--- config.mk ---
export PLATFORM = sky130hd
export DESIGN_NAME = swlru_cell
export DESIGN_NICKNAME = d
export VERILOG_FILES = /design/src/hw/rtl/swlru_pkg.sv /design/src/hw/rtl/swlru_cell.sv
export SDC_FILE = /design/constraint.sdc
export NUM_CORES = 1
export LEC_CHECK = 0
export BUFFER_PORTS_ARGS = -buffer_cell sky130_fd_sc_hd__buf_4
export CAP_MARGIN = 25
export CORE_MARGIN = 5
export CORE_UTILIZATION = 39
export CTS_CLUSTER_SIZE = 8
export DETAILED_ROUTE_END_ITERATION = 10
export HOLD_SLACK_MARGIN = 0.1
export PLACE_DENSITY = 0.82
export SYNTH_ARGS = -nofsm -noshare
export SYNTH_HDL_FRONTEND = slang
export SYNTH_SLANG_ARGS = --single-unit
--- constraint.sdc ---
create_clock -name clk -period 1.4 [get_ports clk]
set_input_delay 0.07 -clock clk [delete_from_list [all_inputs] [get_ports clk]]
set_output_delay 0.07 -clock clk [all_outputs]
set_load 0.02 [all_outputs]
--- src/hw/rtl/swlru_pkg.sv ---
// shared types and constants for the size weighted lru buffer table
package swlru_pkg;

	localparam int TABLE_DEPTH = 32;
	localparam int CNT_W = $clog2(TABLE_DEPTH + 1);

	localparam logic [1:0] KIND_INSERT = 2'd0;
	localparam logic [1:0] KIND_ERASE  = 2'd1;
	localparam logic [1:0] KIND_TOUCH  = 2'd2;
	localparam logic [1:0] KIND_REDUCE = 2'd3;

	localparam logic [1:0] ST_OK       = 2'd0;
	localparam logic [1:0] ST_NOTFOUND = 2'd1;
	localparam logic [1:0] ST_FULL     = 2'd2;

	typedef struct packed {
		logic [15:0] array_id;
		logic [15:0] attribute_id;
		logic [31:0] chunk_index;
		logic [31:0] chunk_bytes;
	} entry_t;

	// per-cell command, the same for every cell of the row
	typedef struct packed {
		logic   compare;  // register match flags against key
		logic   shift;    // close gap: cells at or above pos take right neighbor
		logic   append;   // cell at index cnt takes new entry
		entry_t key;      // key and size for compare and append
	} cell_cmd_t;

endpackage

--- src/hw/rtl/swlru_cell.sv ---
// one slot of the recency row: holds an entry, compares and shifts
module swlru_cell (
	input  logic                    clk,
	input  logic                    arst_n,
	input  swlru_pkg::cell_cmd_t    cmd,
	input  logic                    shift_en,
	input  logic                    append_en,
	input  swlru_pkg::entry_t       right_entry,
	input  logic                    right_valid,
	output swlru_pkg::entry_t       entry,
	output logic                    valid,
	output logic                    hit
);
	swlru_pkg::entry_t entry_q;
	logic              valid_q;
	logic              hit_q;

	always_ff @(posedge clk) begin
		if (append_en) begin
			entry_q <= cmd.key;
		end else if (shift_en) begin
			entry_q <= right_entry;
		end
	end

	always_ff @(posedge clk or negedge arst_n) begin
		if (!arst_n) begin
			valid_q <= 1'b0;
			hit_q   <= 1'b0;
		end else begin
			if (append_en) begin
				valid_q <= 1'b1;
			end else if (shift_en) begin
				valid_q <= right_valid;
			end
			if (cmd.compare) begin
				hit_q <= valid_q && entry_q.array_id == cmd.key.array_id &&
					entry_q.attribute_id == cmd.key.attribute_id &&
					entry_q.chunk_index == cmd.key.chunk_index;
			end
		end
	end

	assign entry = entry_q;
	assign valid = valid_q;
	assign hit   = hit_q;
endmodule

==> results of run 1 <==
logic make-up after synthesis:
kind of cell	after synthesis	share of synthesized area, %
flops	98	60.90
mux	96	22.45
buf+inv	18	1.689
compound gates	8	1.507
simple gates	23	2.910
xor+xnor	58	10.55
through the flow:
step	cells	setup slack [ns]	cell area, um^2
floorplan	301	-0.1714	4841
global placement	793	-0.2995	7551
detailed placement	793	-0.3674	7551
cells in the mapped netlist, types with 2 or more instances:
cell type,instances,share of area (%)
buf_2,11,1.1
dfrtp_1,2,1.0
edfxtp_1,96,60
inv_1,7,0.55
mux2_2,96,22
nand3_1,2,0.21
nand4_1,10,1.3
nor4_1,8,1.0
o22ai_1,2,0.26
o2bb2ai_1,2,0.36
xnor2_1,33,6.0
xor2_1,25,4.5
==> flow_metrics.py, run 1 <==
metrics = {
    "synth": {
        "netlist_area_um2": 4816,
        "ys_ff_latch": 98,
        "ys.flop_type": "edfxtp_1",
        "yosysUniqueCellTypes": 19,
        "avgSynthCellArea_um2": 16.00,
        "yosysSeqAreaShare_pct": 60.90,
        "yosysWarningCount": 0,
        "syn_nets": 501,
        "syn_inst": 301,
        "postSynth.asyncResetShare_pct": 2.041,
        "synth-edff-count": 96,
    },
    "clock_network": {
        "htree_levels": 3,
        "cts_max_path_buffers": 2,
        "cts_root_buffer": "clkbuf_16",
        "cts_setup_buffers": 3,
        "cts_resized": 4,
        "cts.sinks": 98,
        "cts_buffers": 9,
        "ctsHoldBuffers": 163,
    },
    "run_status": {
        "stop_stage": "4_1_cts",
        "outcome": "did not finish",
        "error": "[ERROR RSZ-0060] Max buffer count reached.",
    },
    "placed_design": {
        "place_congestion": 0.8812,
        "portBuffers": 295,
        "post-dp-hpwl_um": 12130,
    },
    "floorplanning": {
        "rows": 40,
        "initial_core_util_pct": 39.93,
        "ios": 298,
        "die_y_um": 121.1,
        "fp.dieW_um": 121.1,
    },
}
==> run 2, diff against run 1 <==
--- a/config.mk
+++ b/config.mk
@@ -8,11 +8,9 @@
 export BUFFER_PORTS_ARGS = -buffer_cell sky130_fd_sc_hd__buf_4
 export CAP_MARGIN = 25
 export CORE_MARGIN = 5
-export CORE_UTILIZATION = 39
-export CTS_CLUSTER_SIZE = 8
+export CORE_UTILIZATION = 25
 export DETAILED_ROUTE_END_ITERATION = 10
-export HOLD_SLACK_MARGIN = 0.1
-export PLACE_DENSITY = 0.82
+export PLACE_DENSITY_LB_ADDON = 0.15
 export SYNTH_ARGS = -nofsm -noshare
 export SYNTH_HDL_FRONTEND = slang
 export SYNTH_SLANG_ARGS = --single-unit
==> constraint.sdc (replaced) <==
create_clock -name clk -period 1.8 [get_ports clk]
set_input_delay 0.09 -clock clk [delete_from_list [all_inputs] [get_ports clk]]
set_output_delay 0.09 -clock clk [all_outputs]
set_load 0.02 [all_outputs]
==> run 2 against run 1 <==
Net effect:
- the run now ends clean
- area after synthesis stayed put
- synthesized cell count unchanged
==> flow_metrics.py, run 2 <==
metrics = {
    "hold_path": {
        "hold_class": "primary input to flip-flop",
        "hold_depth": 2,
    },
    "sta": {
        "final.setup.tns_ns": 0,
        "finClkSkew_ns": 0.009373,
        "worstMarginPinSlew_ns": 0.5645,
        "worst_slack_ns": 0.1875,
        "fmax_mhz": 620.2,
        "min_period_over_period_pct": 89.58,
        "slew_viol_final": 0,
        "hold_viol": 0,
        "setup_violations": 0,
        "slew_headroom_pct": 62.02,
        "finalCriticalPeriod_ns": 1.613,
        "rsz0062_at_grt": "false",
    },
    "synth": {
        "ys_top_cells_by_area": "edfxtp_1 (60%), mux2_2 (22%), xnor2_1 (6.0%), xor2_1 (4.5%), nand4_1 (1.3%)",
        "yosysTopAreaCellShare_pct": 59.86,
        "avgSynthCellArea_um2": 16.00,
        "yosysWarningCount": 0,
        "synthAdderAreaFrac_pct": 0,
        "synth-compound-area-share_pct": 1.507,
        "yosysTopAreaCell": "edfxtp_1",
        "syn_inst": 301,
        "synthMuxAreaShare_pct": 22.45,
        "ys_top_cells_by_count": "edfxtp_1 (96), mux2_2 (96), xnor2_1 (33), xor2_1 (25), buf_2 (11)",
        "syn_nets": 501,
        "synth_top_family_by_area": "multiplexers",
        "synth-edff-count": 96,
        "postSynth.asyncResetShare_pct": 2.041,
        "ys.flop_type": "edfxtp_1",
        "yosysUniqueCellTypes": 19,
        "yosys.area_share.simple_pct": 2.910,
        "netlist_area_um2": 4816,
        "yosysSeqAreaShare_pct": 60.90,
        "ys_ff_latch": 98,
        "synthXorXnorAreaFrac_pct": 10.55,
    },
    "power": {
        "power_density_nw_per_um2": 823.1,
        "p_sw_uw": 1789,
        "clkPwrFrac_pct": 28.7,
        "power.leakage_uw": 0.003260,
        "seqPwrFrac_pct": 45.8,
        "power_switching_share_pct": 27.92,
        "vdd_drop_max_uv": 410.5,
        "intPower_uw": 4620,
        "combPwrFrac_pct": 25.5,
    },
    "floorplanning": {
        "die_area_um2": 22140,
        "ios": 298,
        "core_um2": 18830,
        "initial_core_util_pct": 25.57,
        "fp.dieW_um": 148.8,
        "rows": 50,
        "die_y_um": 148.8,
    },
    "cells_and_area": {
        "multi_input_area_um2": 1843,
        "layout_common_cells": "buf_4 (302), mux2_2 (96), edfxtp_1 (96)",
        "fillers": 1802,
        "syn_to_final_growth_pct": 61.68,
        "diodes": 0,
        "final_common_cell": "buf_4",
        "largest_reg_flops": 96,
        "drive_above_1_share_pct": 68.83,
        "fin_nets": 811,
        "fin_area_um2": 7786,
        "regArea_um2": 2933,
    },
    "clock_network": {
        "cts_root_buffer": "clkbuf_16",
        "htree_levels": 3,
        "cts.sinks": 98,
        "cts_max_path_buffers": 2,
        "cts_buffers": 9,
        "worstSkewPairLatency_ns": 0.35,
        "cts_tree": "done",
        "clk_pin_slew_worst_paths_ns": 0.08,
    },
    "critical_path": {
        "worstSetupEndpointType": "flip-flop",
        "critPathLaunchType": "flip-flop",
        "cp_data_required_time_ns": 2.05,
        "worstPathMaxFanout": 2,
        "r2r.worst_path.cells": 6,
        "cp.arrival_ns": 1.87,
        "crit_type": "flip-flop to flip-flop",
    },
    "detailed_routing": {
        "viasPerCell": 4.227,
        "ant_nets": 0,
        "first_pass_iters": 4,
        "wl_per_cell_um": 17.76,
        "drtIter0Drc": 101,
        "drc": 0,
        "num_vias": 3703,
        "routed_wl_um": 15560,
    },
    "placed_design": {
        "place_ws_ns": 0.01897,
        "post-dp-hpwl_um": 12450,
        "place_congestion": 0.7545,
        "portBuffers": 295,
        "dpl_cell_area_um2": 7421,
    },
    "grt": {
        "grt_pass1_wl_um": 22790,
        "grt_pass1_vias": 4081,
        "track_usage_pct": 13.43,
        "antenna_found_initial": 0,
        "overflow": 0,
        "grt_max_degree": 49,
    },
    "run": {
        "cap_violations": 0,
    },
    "run_status": {
        "outcome": "finished, final reports clean",
    },
}
run 2: routing by layer:
metal  vias up  part of all wire [%]  track usage [%]
li1       1769                     -                -
met1      1722                    39            15.11
met2       199                    48            22.71
met3        13                    11            5.804
met4         0                   1.6            4.943
met5         -                     0                0
run 2: area by class of cell:
class | instances | area share, %
Sequential cell | 98 | 37.67
Inverter | 7 | 0.3375
Timing Repair Buffer | 310 | 30.66
Tap cell | 260 | 4.178
Multi-Input combinational cell | 185 | 23.67
Clock buffer | 10 | 2.941
Clock inverter | 6 | 0.5464
run 2: power by group through the flow:
stage	combinational (uW)	clock, uW	sequential (uW)
6_report	1640	1840	2940
5_1_grt	1750	2010	2970
4_1_cts	1660	1920	2940
3_5_place_dp	1640	0	2990
3_3_place_gp	1640	0	2980
2_1_floorplan	432	0	3290
run 2: repair_timing:
item                                   in CTS  in global routing
hold buffers                                4                  0
pin swaps                                   0                  3
endpoints found under the hold margin       4                  0
cloned                                      0                  0
resized for setup                           1                  5
setup endpoints to repair                   1                  1
buffers inserted                            0                  2
run 2: per-stage QoR:
stage	utilization (%)	std cells	hold WS, ns	total power (uW)
floorplan	-	301	-0.2056	3727
global placement	39.41	854	-0.1245	4614
detailed placement	39.41	854	-0.1225	4632
CTS	41.10	874	0.01488	6516
global route	41.35	876	0.02003	6722
finish	41.35	876	0.03586	6409
run 2: path summary, 6_finish.rpt:
check	end	slack [ns]	from
worst max-delay path	hit$_DFFE_PN0P_	0.19	entry[55]$_DFFE_PP_
worst min-delay path	entry[17]$_DFFE_PP_	0.04	right_entry[17]
worst max register to register	hit$_DFFE_PN0P_	0.19	entry[55]$_DFFE_PP_
worst min register to register	hit$_DFFE_PN0P_	0.52	hit$_DFFE_PN0P_
max in group asynchronous	hit$_DFFE_PN0P_	1.61	arst_n
min in group asynchronous	valid$_DFFE_PN0P_	0.11	arst_n
run 2: kinds of logic (layout without fill, tap and decap cells):
logic type	after synthesis	after routing
DFF	98	98
buffers and inverters	18	333
AOI/OAI and AO/OA	8	8
muxes	96	96
xor gates and xnor gates	58	58
and+or+nand+nor	23	23
run 2: critical path, stage by stage, from the launching register on:
cell	delay, ns
edfxtp_1	0.42
xnor2_1	0.16
nand4_1	0.13
nor4_2	0.34
buf_4	0.18
nand3_2	0.07
o32ai_2	0.21
Power figures use the tool's default switching activity.
